===== config.mk =====
export PLATFORM = sky130hd
export DESIGN_NAME = posting_delta_varbyte_encoder_unit
export DESIGN_NICKNAME = d
export VERILOG_FILES = /design/src/hw/rtl/pdve_pkg.sv /design/src/hw/rtl/pdve_serialiser.sv /design/src/hw/rtl/posting_delta_varbyte_encoder_unit.sv
export SDC_FILE = /design/constraint.sdc
export NUM_CORES = 1
export LEC_CHECK = 0
export BUFFER_PORTS_ARGS = -buffer_cell sky130_fd_sc_hd__buf_2
export CAP_MARGIN = 20
export CORE_MARGIN = 2
export CORE_UTILIZATION = 51
export CTS_CLUSTER_SIZE = 30
export DETAILED_ROUTE_END_ITERATION = 10
export GPL_TIMING_DRIVEN = 0
export PLACE_DENSITY = 0.74
export SYNTH_ARGS = -nofsm -noshare
export SYNTH_HDL_FRONTEND = slang
export SYNTH_HIERARCHICAL = 1
export SYNTH_SLANG_ARGS = --single-unit

===== constraint.sdc =====
create_clock -name clk -period 4.5 [get_ports clk]
set_clock_uncertainty 0.05 [all_clocks]
set_input_delay 0.675 -clock clk [delete_from_list [all_inputs] [get_ports clk]]
set_output_delay 0.675 -clock clk [all_outputs]
set_load 0.01 [all_outputs]

===== src/hw/rtl/pdve_pkg.sv =====
`timescale 1ns / 1ps

package pdve_pkg;

	// Width of the value field on the item port
	localparam int IN_VALUE_WIDTH = 32;
	// Default coded value width
	localparam int VALUE_WIDTH_DEF = 32;
	// Payload bits carried by one code byte
	localparam int DIGIT_WIDTH = 7;
	// Reset value of the gap coding switch
	localparam logic DELTA_ENABLE_RST = 1'b1;

	typedef struct packed {
		logic [IN_VALUE_WIDTH-1:0] value;
		logic                      is_frequency;
		logic                      list_start;
	} pdve_item_t;

	typedef struct packed {
		logic [7:0] code_byte;
		logic       is_frequency_res;
		logic       last_byte;
	} pdve_res_t;

endpackage


===== src/hw/rtl/pdve_serialiser.sv =====
`timescale 1ns / 1ps

module pdve_serialiser #(
	parameter int VALUE_WIDTH = pdve_pkg::VALUE_WIDTH_DEF
) (
	input  logic                   clk,
	input  logic                   arst_n,
	input  logic                   load_valid,
	input  logic [VALUE_WIDTH-1:0] load_value,
	input  logic                   load_freq,
	output logic                   load_ready,
	output logic                   res_valid,
	input  logic                   res_stall,
	output pdve_pkg::pdve_res_t    res
);
	import pdve_pkg::*;

	logic [VALUE_WIDTH-1:0] sh_q;
	logic                   busy_q;
	logic                   freq_q;
	pdve_res_t              res_q;
	logic                   res_valid_q;

	logic [VALUE_WIDTH-1:0] rest;
	logic                   last;
	logic                   move;
	logic                   load;

	// Peel off the low digit; the byte is final when nothing is left above it
	assign rest = sh_q >> DIGIT_WIDTH;
	assign last = (rest == '0);
	assign move = busy_q && (!res_valid_q || !res_stall);
	assign load_ready = !busy_q || (move && last);
	assign load = load_valid && load_ready;

	// Advance the shift register one digit per transfer into the output register
	always_ff @(posedge clk or negedge arst_n) begin
		if (!arst_n) begin
			busy_q <= 1'b0;
		end else if (load) begin
			busy_q <= 1'b1;
		end else if (move && last) begin
			busy_q <= 1'b0;
		end
	end

	always_ff @(posedge clk) begin
		if (load) begin
			sh_q   <= load_value;
			freq_q <= load_freq;
		end else if (move) begin
			sh_q <= rest;
		end
	end

	// Hold the byte until the far side takes it
	always_ff @(posedge clk or negedge arst_n) begin
		if (!arst_n) begin
			res_valid_q <= 1'b0;
		end else if (move) begin
			res_valid_q <= 1'b1;
		end else if (!res_stall) begin
			res_valid_q <= 1'b0;
		end
	end

	always_ff @(posedge clk) begin
		if (move) begin
			res_q.code_byte        <= {last, sh_q[DIGIT_WIDTH-1:0]};
			res_q.is_frequency_res <= freq_q;
			res_q.last_byte        <= last;
		end
	end

	assign res_valid = res_valid_q;
	assign res       = res_q;

endmodule


===== src/hw/rtl/posting_delta_varbyte_encoder_unit.sv =====
`timescale 1ns / 1ps
// An item goes into the shift register, then its bytes into the output register.
// Throughput: one code byte per cycle while res_stall is low; an item codes to 1 to
// ceil(VALUE_WIDTH/7) bytes (5 at 32 bits), peeled off by the 7-bit shifter.
// The next item is taken in the cycle the last byte enters the output register.
// Reset: asynchronous, clears the previous id, enables gap coding, empties the pipe.
module posting_delta_varbyte_encoder_unit #(
	parameter int VALUE_WIDTH = pdve_pkg::VALUE_WIDTH_DEF
) (
	input  logic                 clk,
	input  logic                 arst_n,
	input  logic                 wr_en,
	input  logic                 wr_data,
	input  logic                 item_valid,
	output logic                 item_stall,
	input  pdve_pkg::pdve_item_t item,
	output logic                 res_valid,
	input  logic                 res_stall,
	output pdve_pkg::pdve_res_t  res
);
	import pdve_pkg::*;

	logic                   delta_en_q;
	logic [VALUE_WIDTH-1:0] prev_id_q;

	logic [VALUE_WIDTH-1:0] v_in;
	logic [VALUE_WIDTH-1:0] prev;
	logic [VALUE_WIDTH-1:0] coded;
	logic                   load_ready;
	logic                   accept;

	// Fit the incoming value to the coded width
	generate
		if (VALUE_WIDTH <= IN_VALUE_WIDTH) begin : g_trunc
			assign v_in = item.value[VALUE_WIDTH-1:0];
		end else begin : g_ext
			assign v_in = {{(VALUE_WIDTH-IN_VALUE_WIDTH){1'b0}}, item.value};
		end
	endgenerate

	// Form the gap against the previous id; frequencies pass unchanged
	always_comb begin
		prev  = item.list_start ? '0 : prev_id_q;
		coded = v_in;
		if (!item.is_frequency && delta_en_q) begin
			coded = v_in - prev;
		end
	end

	assign item_stall = !load_ready;
	assign accept     = item_valid && load_ready;

	// Configuration register
	always_ff @(posedge clk or negedge arst_n) begin
		if (!arst_n) begin
			delta_en_q <= DELTA_ENABLE_RST;
		end else if (wr_en) begin
			delta_en_q <= wr_data;
		end
	end

	// Track the last document id, whether or not gaps are coded
	always_ff @(posedge clk or negedge arst_n) begin
		if (!arst_n) begin
			prev_id_q <= '0;
		end else if (accept && !item.is_frequency) begin
			prev_id_q <= v_in;
		end
	end

	pdve_serialiser #(
		.VALUE_WIDTH(VALUE_WIDTH)
	) u_ser (
		.clk       (clk),
		.arst_n    (arst_n),
		.load_valid(item_valid),
		.load_value(coded),
		.load_freq (item.is_frequency),
		.load_ready(load_ready),
		.res_valid (res_valid),
		.res_stall (res_stall),
		.res       (res)
	);

endmodule

## After elaboration in Yosys (flattened, before gate mapping)

Cells that the tools add are included.

- Input bits: 40
- Register bits: 78

- Muxes and demuxes: 8
- Equality and inequality tests: 1
- Reduce and logical (&&, ||, !) cells: 15
- Add/subtract/negate cells: 1

Operator list:

| kind | number |
|---|---|
| 32-bit two-way mux | 4 |
| 32-bit zero test | 1 |
| 32-bit subtractor | 1 |
| 1-bit logical AND | 5 |
| 1-bit zero test | 5 |
| 1-bit two-way mux | 4 |
| 2-bit nonzero test | 2 |
| 1-bit logical OR | 2 |
| 2-bit by 1-bit != test with 1-bit output (second input constant) | 1 |

## Logic depth before layout (Yosys ltp)

Gate-level depths: netlist (run 1).

- Depth after elaboration: 7
- Mapped depth: 13
- Mapped depth without buffers: 12

## Hierarchy

Netlist (run 1), hierarchy kept.

By module, submodules not included:

| module | area each (um^2) | cells an instance | times used |
|---|---|---|---|
| posting_delta_varbyte_encoder_unit | 3646.0 | 451 | 1 |
| pdve_serialiser | 1813.0 | 100 | 1 |

## Worst setup path after synthesis (run 1)

OpenSTA, ideal clock, no wires.

- Path type: in2reg
- Start point: input port item[0] (netlist name)
- End point: register u_ser.sh_q[26] (data pin)
- Arrival: 2.966 ns
- Stages on the path: 13
- Buffers on the path: 1
- Setup slack: 1.230 ns
- Cells stage by stage: clkbuf_1 -> nor2b_1 -> ha_1 -> fa_1 -> nor2b_1 -> o211ai_1 -> a211oi_2 -> o21ai_1 -> a2111oi_0 -> nor3b_1 -> xor2_1 -> o21ai_1 -> and2_1

- Longest elaborated chain between the ends: 4

RTL lines:

| item | RTL line | text |
|---|---|---|
| start: declaration | posting_delta_varbyte_encoder_unit.sv:16 | `input pdve_pkg::pdve_item_t item,` |
| 32-bit two-way mux | posting_delta_varbyte_encoder_unit.sv:43 | `prev = item.list_start ? '0 : prev_id_q;` |
| 32-bit subtractor | posting_delta_varbyte_encoder_unit.sv:46 | `coded = v_in - prev;` |
| 32-bit two-way mux | posting_delta_varbyte_encoder_unit.sv:45 | `if (!item.is_frequency && delta_en_q) begin` |
| net coded[26] | posting_delta_varbyte_encoder_unit.sv:28 | `logic [VALUE_WIDTH-1:0] coded;` |
| 32-bit two-way mux | pdve_serialiser.sv:48 | `if (load) begin` |
| end signal: assignment | pdve_serialiser.sv:49 | `sh_q <= load_value;` |
| end signal: assignment | pdve_serialiser.sv:52 | `sh_q <= rest;` |
| end: declaration | pdve_serialiser.sv:18 | `logic [VALUE_WIDTH-1:0] sh_q;` |

The timed path passes the listed nets, and every way through them passes these cells.
A chain may end at the register's enable or synchronous reset.

## Worst setup path in the final report (run 1)

- Start point: input port item[0] (netlist name)
- End point: register u_ser.sh_q[24] (data pin)

The elaborated chain is that of the path after synthesis.

==> flow_metrics.env, run 1 <==
export IMPL_synth_seq_cells=77
export IMPL_met1_usage_pct=31.1
export IMPL_cts_buffers_inserted=9
export IMPL_first_pass_iters=5
export IMPL_crit_type="primary input to flip-flop"
export IMPL_path_max_fanout=10
export IMPL_grt_max_degree=36
export IMPL_hold_class="flip-flop to flip-flop"
export IMPL_vias=4414
export IMPL_die_x_um=107
export IMPL_initial_utilization_pct=52.6
export IMPL_num_rows=37
export IMPL_synth_edf_count=42
export IMPL_final_fill_count=920
export IMPL_cp_cell_sequence="buf_2 -> clkbuf_1 -> nor2b_1 -> ha_1 -> fa_1 -> nor2b_1 -> o211ai_1 -> a211oi_2 -> o21ai_1 -> a21oi_1 -> o21ai_1 -> and3_1 -> o31ai_1 -> mux2_2"
export IMPL_grt_overflow=0
export IMPL_port_buffers=51
export IMPL_die_y_um=107
export IMPL_clock_path_buffers=2
export IMPL_synth_top_area_share_pct=23.1
export IMPL_ys_warn_count=6
export IMPL_maxCapViolCount=0
export IMPL_track_usage_pct=24.6
export IMPL_hold_viol=0
export IMPL_synthDistinctLibCells=63
export IMPL_fin_tns_setup_ns=0
export IMPL_worst_ir_drop_vdd_mv=0.146
export IMPL_syn_to_final_growth_pct=11.8
export IMPL_power_density_mw_per_mm2=292
export IMPL_synth_fp_nets=626
export IMPL_rsz0062_at_grt="false"
export IMPL_slew_viol_final=0
export IMPL_synth_top_cells_by_count="nand2_1, mux2_2, edfxtp_1"
export IMPL_startpoint_type="primary input"
export IMPL_period_minus_slack_ns=3.95
export IMPL_async_reset_ff_share_pct=45.5
export IMPL_relSlewSlack_pct=38.1
export IMPL_gp_congestion=0.980
export IMPL_drc=0
export IMPL_postCtsSetupBuffers=0
export IMPL_status="finished clean"
export IMPL_core_area_mm2=0.0104
export IMPL_ios=52
export IMPL_cp_slowest_cell="o31ai_1"
export IMPL_cts_root_buf="clkbuf_8"
export IMPL_wl_um=13400
export IMPL_worst_slew_pin_slew_ns=0.926
export IMPL_yosysMostFrequentCell="nand2_1"
export IMPL_wl_per_cell_um=17.7
export IMPL_drive_gt1_share_pct=23.3
export IMPL_antenna_found_initial=0
export IMPL_drtIter0Drc=224
export IMPL_path_clk_slew_ns=0.09
export IMPL_hold_buffers=0
export IMPL_syn_area_mm2=0.00546
export IMPL_clkLatencyLatePin_ns=0.36
export IMPL_cp_slowest_stage_delay_ns=0.46
export IMPL_hpwl_um=10400
export IMPL_htreeDepth=3
export IMPL_ys_top_cells_by_area="edfxtp_1, dfrtp_1, mux2_2, ha_1, nand2_1"
export IMPL_max_freq_mhz=253
export IMPL_synth_top_area_cell="edfxtp_1"
export IMPL_use_met2_pct=41.0
export IMPL_cts_tree="done"
export IMPL_final_setup_worst_slack_ns=0.551
export IMPL_finalPower_mw=1.78
export IMPL_grt_pass1_wl_um=21900
export IMPL_ys_dominant_reg_cell="edfxtp_1"
export IMPL_num_nets_final=689
export IMPL_cp_arrival_ns=4.12
export IMPL_syn_area_per_cell_um2=9.91
export IMPL_dieArea_mm2=0.0115
export IMPL_required_ns=4.68
export IMPL_grt_use_met3_pct=3.51
export IMPL_antenna_left=0
export IMPL_post_place_ws_ns=0.254
export IMPL_vias_per_cell=5.85
export IMPL_grt_pass1_vias=4447
export IMPL_synthCells=551
export IMPL_antennaDiodeCount=0
export IMPL_cp_end_kind="flip-flop"
export IMPL_cts_resized=0
export IMPL_ys_seq_area_share_pct=39.2
export IMPL_setup_viol_count_final=0
export IMPL_top_usage_layer="met2"
export IMPL_p_leak_nw=2.60
export IMPL_clock_sinks=77
export IMPL_period_share_pct=87.8
-- worst paths after layout --
path	from	endpoint	slack, ns	cells after the start
max	item[0]	u_ser/sh_q[24]	0.55	14
max reg2reg	prev_id_q[0]	u_ser/sh_q[24]	0.97	12
min reg2reg	u_ser/sh_q[1]	u_ser/res[3]	0.37	0
min in group asynchronous	arst_n	prev_id_q[9]	0.38	1
max in group asynchronous	arst_n	prev_id_q[31]	3.47	1
min	u_ser/sh_q[1]	u_ser/res[3]	0.37	0
-- cell usage in the layout, fill, tap and decap left out, drive strengths merged, types with 4 or more instances in the layout --
cell type and instances:
nor4 7, nand2 69, nor3 4, mux2 57
inv 13, dfrtp 34, nor2b 6, nand3 7
a21o 16, o21ai 51, and2 11, clkbuf 26
o21a 4, a31oi 4, o211ai 4, a211oi 4
xnor2 10, edfxtp 42, buf 59, ha 34
a21oi 33, nand4 7, xor2 16, nor2 17
nand2b 40
-- final cells by class --
type / instances / area (µm²) / area share [%]
Sequential cell: 77 / 2140 / 35.0
Clock buffer: 9 / 124 / 2.03
Timing Repair Buffer: 52 / 283 / 4.63
Clock inverter: 7 / 66.3 / 1.09
Inverter: 10 / 37.5 / 0.615
Tap cell: 136 / 170 / 2.79
Buffer: 24 / 143 / 2.34
Multi-Input combinational cell: 440 / 3140 / 51.5
-- layer usage --
layer,part of all wire [%],vias to the layer above
met2,47,138
li1,-,2134
met3,5.1,36
met1,43,2106
met4,4.1,0
met5,0,-
-- worst max-delay path: cells and delay by family --
kind            cells  cell delay, ns
compound gates      6            1.56
fa+ha+maj           2            0.65
simple gates        3            0.46
mux                 1            0.25
buf+inv             2            0.52
-- state kept, by name, indices dropped and copies added, names as in the netlist --
register,flops
prev_id_q,32
u_ser/sh_q,32
u_ser/res,9
delta_en_q,1
u_ser/busy_q,1
u_ser/freq_q,1
u_ser/res_valid,1
-- power breakdown --
group	internal [mW]	switching (mW)	leakage, nW
Combinational	0.193	0.273	1.64
Sequential	0.792	0.0207	0.865
Clock	0.211	0.291	0.0896
-- metrics by stage --
stage	utilization (%)	cell area [µm²]	cells	hold slack, ns
global placement	56.7	5880	738	0.351
CTS	58.8	6100	755	0.376
global route	58.8	6100	755	0.386
detailed placement	57.0	5910	739	0.355
finish	58.8	6100	755	0.373
floorplan	-	5460	551	0.329
-- kinds of logic (layout without fill, tap and decap cells) --
kind of cell / Yosys count / in the layout / share of synthesized area [%]
compound gates: 136 / 136 / 15.7
xor+xnor: 26 / 26 / 4.17
fa+ha+maj: 35 / 35 / 8.16
buf+inv: 34 / 102 / 3.30
flops: 77 / 77 / 39.2
mux: 58 / 58 / 11.9
simple gates: 185 / 185 / 17.5
No activity file was read; power rests on OpenSTA's default activity.
==> inputs of run 2 (changes only) <==
--- a/config.mk
+++ b/config.mk
@@ -8,11 +8,10 @@
 export BUFFER_PORTS_ARGS = -buffer_cell sky130_fd_sc_hd__buf_2
 export CAP_MARGIN = 20
 export CORE_MARGIN = 2
-export CORE_UTILIZATION = 51
+export CORE_UTILIZATION = 40
 export CTS_CLUSTER_SIZE = 30
 export DETAILED_ROUTE_END_ITERATION = 10
-export GPL_TIMING_DRIVEN = 0
-export PLACE_DENSITY = 0.74
+export PLACE_DENSITY = 0.64
 export SYNTH_ARGS = -nofsm -noshare
 export SYNTH_HDL_FRONTEND = slang
 export SYNTH_HIERARCHICAL = 1
==> constraint.sdc (replaced) <==
create_clock -name clk -period 3.2 [get_ports clk]
set_clock_uncertainty 0.05 [all_clocks]
set_input_delay 0.48 -clock clk [delete_from_list [all_inputs] [get_ports clk]]
set_output_delay 0.48 -clock clk [all_outputs]
set_load 0.01 [all_outputs]
==> run 2 against run 1 <==
  * Worst setup slack worse by 0.39 ns
  * Sequential cell count unchanged
  * First-iteration DRC count rose by 15%
  * Utilization down 8.3 points
  * Register-to-register slack lost 0.80 ns
  * Critical path type is now flip-flop to flip-flop
  * Critical endpoint is now u_ser/sh_q[20]
  * Largest power group unchanged
==> flow_metrics.env, run 2 (synthesis gave the netlist of run 1 again) <==
export IMPL_status="finished clean"
export IMPL_gp_congestion=0.912
export IMPL_antennaDiodeCount=0
export IMPL_sequentialPowerShare_pct=38.2
export IMPL_cp_slowest_stage_delay_ns=0.38
export IMPL_maxCapViolCount=0
export IMPL_drc=0
export IMPL_hold_viol=0
export IMPL_post_place_ws_ns=-0.200
export IMPL_cts_root_buf="clkbuf_16"
export IMPL_antenna_left=0
export IMPL_layout_commonest_cell="buf_4"
export IMPL_port_buffers=51
export IMPL_grt_pass1_wl_um=22700
export IMPL_cp_slowest_cell="dfrtp_1"
export IMPL_hpwl_um=10700
export IMPL_power_density_mw_per_mm2=447
export IMPL_syn_to_final_growth_pct=23.1
export IMPL_crit_type="flip-flop to flip-flop"
export IMPL_worstReg2RegStart="prev_id_q[0]"
export IMPL_rsz0062_at_grt="true"
export IMPL_slew_viol_final=0
export IMPL_regToRegSetupSlack_ns=0.17
export IMPL_p_int_mw=2.16
export IMPL_worst_ir_drop_vdd_mv=0.258
export IMPL_seq_area_mm2=0.00214
export IMPL_switchingPower_uw=844
export IMPL_drive_gt1_share_pct=33.2
export IMPL_wl_met2_um=6830
export IMPL_cts_tree="done"
export IMPL_clkLatencyLatePin_ns=0.34
export IMPL_path_clk_slew_ns=0.06
export IMPL_hold_class="primary input to async pin"
export IMPL_initial_utilization_pct=41.1
export IMPL_switching_share_pct=28.1
export IMPL_dieArea_mm2=0.0146
export IMPL_combinationalPowerShare_pct=25.3
export IMPL_max_freq_mhz=329
export IMPL_relSlewSlack_pct=41.7
export IMPL_whs_ns=0.205
export IMPL_setup_viol_count_final=0
export IMPL_hold_buffers=0
export IMPL_vias=4511
export IMPL_cp_arrival_ns=3.07
export IMPL_cp_end_kind="flip-flop"
export IMPL_cts_buffers_inserted=9
export IMPL_num_nets_final=736
export IMPL_wl_met1_um=6220
export IMPL_maxUsedRoutingLayer="met4"
export IMPL_clock_sinks=77
export IMPL_vias_per_cell=5.36
export IMPL_die_x_um=121
export IMPL_clock_path_buffers=2
export IMPL_path_max_fanout=2
export IMPL_worst_slew_pin_slew_ns=0.875
export IMPL_wl_per_cell_um=16.4
export IMPL_ios=52
export IMPL_num_rows=42
export IMPL_antenna_found_initial=0
export IMPL_htreeDepth=3
export IMPL_clock_power_share_pct=36.5
export IMPL_grt_max_degree=36
export IMPL_wl_um=13800
export IMPL_multi_input_area_mm2=0.00321
export IMPL_final_setup_worst_slack_ns=0.165
export IMPL_core_area_mm2=0.0133
export IMPL_drtIter0Drc=257
export IMPL_wl_met3_um=469
export IMPL_startpoint_type="flip-flop"
export IMPL_track_usage_pct=20.0
export IMPL_setup_worst_path_start="prev_id_q[0]"
export IMPL_crit_end="u_ser/sh_q[20]"
export IMPL_cp_cell_sequence="nor2b_1 -> ha_2 -> fa_2 -> nor2b_2 -> o211ai_1 -> a211oi_2 -> buf_4 -> o21ai_4 -> and2_4 -> buf_4 -> xnor2_1 -> nand2_1 -> nand2_1 -> mux2_2"
export IMPL_period_minus_slack_ns=3.03
export IMPL_final_fill_count=1199
export IMPL_most_common_layout_cells="buf_4, nand2_1, mux2_2"
export IMPL_first_pass_iters=5
export IMPL_grt_pass1_vias=4541
export IMPL_period_share_pct=94.8
export IMPL_rr_worst_depth=14
export IMPL_required_ns=3.24
export IMPL_die_y_um=121
export IMPL_grt_overflow=0
export IMPL_r2r_end="u_ser/sh_q[20]"
export IMPL_p_leak_nw=2.94
==> run 2: cell count changes in the layout (fill, tap and decap cells not counted), sizes merged <==
cell      delta
clkinvlp     -2
buf         +64
clkinv       +1
clkbuf      -16
bufinv       +2
inv          -2
==> run 2: final cells by class <==
class | count | share of cell area (%)
clock buffers | 10 | 3.41
clock inverters | 6 | 1.29
inverters | 10 | 0.559
multi-input cells | 440 | 47.8
flip-flops and latches | 77 | 31.8
well taps | 176 | 3.28
repair buffers | 123 | 11.8
==> run 2: power groups by stage <==
stage               Clock [mW]  Combinational [mW]  Sequential [mW]
detailed placement           0               0.737             1.17
finish                    1.09               0.761             1.15
global route              1.16               0.846             1.15
floorplan                    0               0.455             1.16
global placement             0               0.732             1.16
CTS                       1.12               0.743             1.15
==> run 2: per-layer routing <==
layer  up-vias  GRT usage (%)
met3        18           3.82
met5         -              0
met1      2185           25.4
met2        74           34.2
li1       2234              -
met4         0           6.25
==> run 2: stage by stage <==
stage                     instances  util (%)  TNS [ns]  total power, mW  area [µm²]
after floorplan                 551         -         0             1.61        5460
after global placement          821      47.4     -1.27             1.89        6300
after detailed placement        821      47.4     -1.56             1.90        6300
after CTS                       837      49.7         0             3.01        6610
after global routing            842      50.5   -0.0618             3.16        6720
final                           842      50.5         0             3.00        6720
==> run 2: worst min-delay path by stage <==
stage	startpoint	end	cells past startpoint
global route	arst_n	prev_id_q[8]	1
detailed placement	u_ser/sh_q[1]	u_ser/res[3]	0
finish	arst_n	prev_id_q[8]	1
CTS	arst_n	prev_id_q[8]	1
floorplan	arst_n	prev_id_q[0]	0
global placement	u_ser/freq_q	u_ser/res[1]	0
==> run 2: timing repair <==
action | in CTS | in global routing
endpoints found under the setup margin | 2 | 12
pin swaps | 1 | 8
resized for setup | 0 | 18
buffers inserted | 0 | 5
==> run 2: worst max-delay path: cells and delay by family (launching register included) <==
family | cells | cell delay [ns]
and+or+nand+nor | 5 | 0.61
adders and majority gates | 2 | 0.56
AOI/OAI and AO/OA | 3 | 0.50
DFF | 1 | 0.38
buffers and inverters | 2 | 0.30
muxes | 1 | 0.29
xor gates and xnor gates | 1 | 0.11
==> inputs of run 3 (changes only) <==
--- a/config.mk
+++ b/config.mk
@@ -7,7 +7,7 @@
 export LEC_CHECK = 0
 export BUFFER_PORTS_ARGS = -buffer_cell sky130_fd_sc_hd__buf_2
 export CAP_MARGIN = 20
-export CORE_MARGIN = 2
+export CORE_MARGIN = 4
 export CORE_UTILIZATION = 40
 export CTS_CLUSTER_SIZE = 30
 export DETAILED_ROUTE_END_ITERATION = 10
==> run 3 against run 2 <==
  * Combinational power grew 2%
  * Utilization grew 0.41 points
  * Critical path type is now primary input to flip-flop
  * Largest cell class unchanged
  * Non-clock buffer count grew 11
  * Worst setup slack lost 0.034 ns
==> flow_metrics.env, run 3 (synthesis gave the netlist of run 1 again) <==
export IMPL_grt_pass1_vias=4731
export IMPL_relSlewSlack_pct=41.9
export IMPL_antennaDiodeCount=0
export IMPL_grt_max_degree=44
export IMPL_crit_type="primary input to flip-flop"
export IMPL_status="finished clean"
export IMPL_layout_commonest_cell="buf_4"
export IMPL_syn_to_final_growth_pct=24.1
export IMPL_grt_pass1_wl_um=23200
export IMPL_period_minus_slack_ns=3.07
export IMPL_first_pass_iters=7
export IMPL_p_leak_nw=2.98
export IMPL_maxCapViolCount=0
export IMPL_power_density_mw_per_mm2=436
export IMPL_startpoint_type="primary input"
export IMPL_period_share_pct=95.9
export IMPL_final_area_mm2=0.00677
export IMPL_drc=0
export IMPL_vias=4498
export IMPL_worst_ir_drop_vdd_mv=0.283
export IMPL_finalPower_mw=2.95
export IMPL_drive_gt1_share_pct=34.0
export IMPL_cts_buffers_inserted=9
export IMPL_cp_slowest_stage_delay_ns=0.52
export IMPL_setup_viol_count_final=0
export IMPL_ios=52
export IMPL_r2r_end="u_ser/sh_q[19]"
export IMPL_die_y_um=125
export IMPL_cts_tree="done"
export IMPL_final_cells=853
export IMPL_max_freq_mhz=326
export IMPL_p_int_mw=2.10
export IMPL_num_rows=42
export IMPL_hold_class="primary input to async pin"
export IMPL_slew_viol_final=0
export IMPL_final_util_pct=50.9
export IMPL_track_usage_pct=18.4
export IMPL_clock_sinks=77
export IMPL_initial_utilization_pct=41.1
export IMPL_path_clk_slew_ns=0.06
export IMPL_hold_viol=0
export IMPL_final_fill_count=1224
export IMPL_dieArea_mm2=0.0156
export IMPL_worstReg2RegStart="prev_id_q[1]"
export IMPL_clock_power_share_pct=35.0
export IMPL_die_x_um=125
export IMPL_seq_area_mm2=0.00214
export IMPL_most_common_layout_cells="buf_4, nand2_1, mux2_2"
export IMPL_hold_buffers=0
export IMPL_wl_um=14000
export IMPL_core_area_mm2=0.0133
export IMPL_place_area_mm2=0.00642
export IMPL_vias_per_cell=5.27
export IMPL_hpwl_um=11000
export IMPL_setup_worst_path_start="item[0]"
export IMPL_switching_share_pct=29.0
export IMPL_rr_worst_depth=13
export IMPL_drtIter0Drc=278
export IMPL_worst_slew_pin_slew_ns=0.872
export IMPL_cp_slowest_cell="or4_1"
export IMPL_sequentialPowerShare_pct=38.8
export IMPL_num_nets_final=747
export IMPL_multi_input_area_mm2=0.00319
export IMPL_cp_cell_sequence="buf_2 -> buf_4 -> nand2b_1 -> ha_1 -> a21oi_1 -> o21ai_0 -> or4_1 -> o21ai_2 -> a21oi_2 -> nor3_1 -> mux2i_1 -> nand2_1 -> and2_1"
export IMPL_htreeDepth=3
export IMPL_gp_congestion=0.918
export IMPL_cp_arrival_ns=3.13
export IMPL_whs_ns=0.195
export IMPL_required_ns=3.26
export IMPL_combinationalPowerShare_pct=26.2
export IMPL_placed_cells=836
export IMPL_clkLatencyLatePin_ns=0.35
export IMPL_antenna_left=0
export IMPL_port_buffers=51
export IMPL_grt_overflow=0
export IMPL_clock_path_buffers=2
export IMPL_wl_per_cell_um=16.4
export IMPL_regToRegSetupSlack_ns=0.21
export IMPL_path_max_fanout=13
export IMPL_switchingPower_uw=856
export IMPL_antenna_found_initial=0
export IMPL_crit_end="u_ser/sh_q[28]"
export IMPL_cts_root_buf="clkbuf_16"
export IMPL_cp_end_kind="flip-flop"
[run 3: cell count changes in the layout (fill, tap and decap cells not counted), sizes merged]
cell    delta
inv        +1
bufinv     -1
buf       +11
[run 3: final cells by class]
type | instances | area share (%)
inverter | 10 | 0.554
timing repair buffer | 134 | 13.2
clock buffer | 10 | 3.38
clock inverter | 6 | 1.03
multi-input combinational | 440 | 47.1
sequential | 77 | 31.6
tap | 176 | 3.25
[run 3: worst max-delay path, delay by kind of cell]
kind	cells	cell delay (ns)
and+or+nand+nor	5	1.24
AOI/OAI and AO/OA	4	0.57
adders and majority gates	1	0.31
buffers and inverters	2	0.30
muxes	1	0.23
[run 3: repair_timing]
item                                    4_1_cts  5_1_grt
endpoints found under the setup margin        1        9
gates resized for setup                       0       13
pin swaps                                     1        3
setup buffers                                 0        1
[run 3: how the worst min path moves through the flow]
stage	start	to	slack [ns]	cells past startpoint
2_1_floorplan	arst_n	prev_id_q[0]	0.13	0
3_3_place_gp	u_ser/freq_q	u_ser/res[1]	0.35	0
3_5_place_dp	u_ser/sh_q[6]	u_ser/res[8]	0.35	0
4_1_cts	arst_n	prev_id_q[10]	0.22	1
5_1_grt	arst_n	prev_id_q[10]	0.26	1
6_report	arst_n	prev_id_q[10]	0.20	1
[run 3: routing by layer]
metal | part of all wire [%] | routed length [µm] | vias up | GRT usage, %
li1 | - | - | 2252 | -
met1 | 43 | 6020 | 2131 | 22.1
met2 | 50 | 7020 | 95 | 32.5
met3 | 4.2 | 590 | 20 | 4.46
met4 | 2.6 | 359 | 0 | 5.55
met5 | 0 | 0 | - | 0
[run 3: power by group through the flow]
stage	sequential [mW]	clock (mW)	combinational, mW
detailed placement	1.17	0	0.760
global placement	1.16	0	0.753
CTS	1.15	1.07	0.765
global route	1.15	1.11	0.857
floorplan	1.16	0	0.455
finish	1.15	1.03	0.773
[run 3: per-stage QoR]
step	setup TNS (ns)	setup slack [ns]
after floorplan	0	0.125
after global routing	-0.0141	-0.0141
final	0	0.131
after detailed placement	-2.15	-0.236
after CTS	0	0.0155
after global placement	-1.68	-0.169
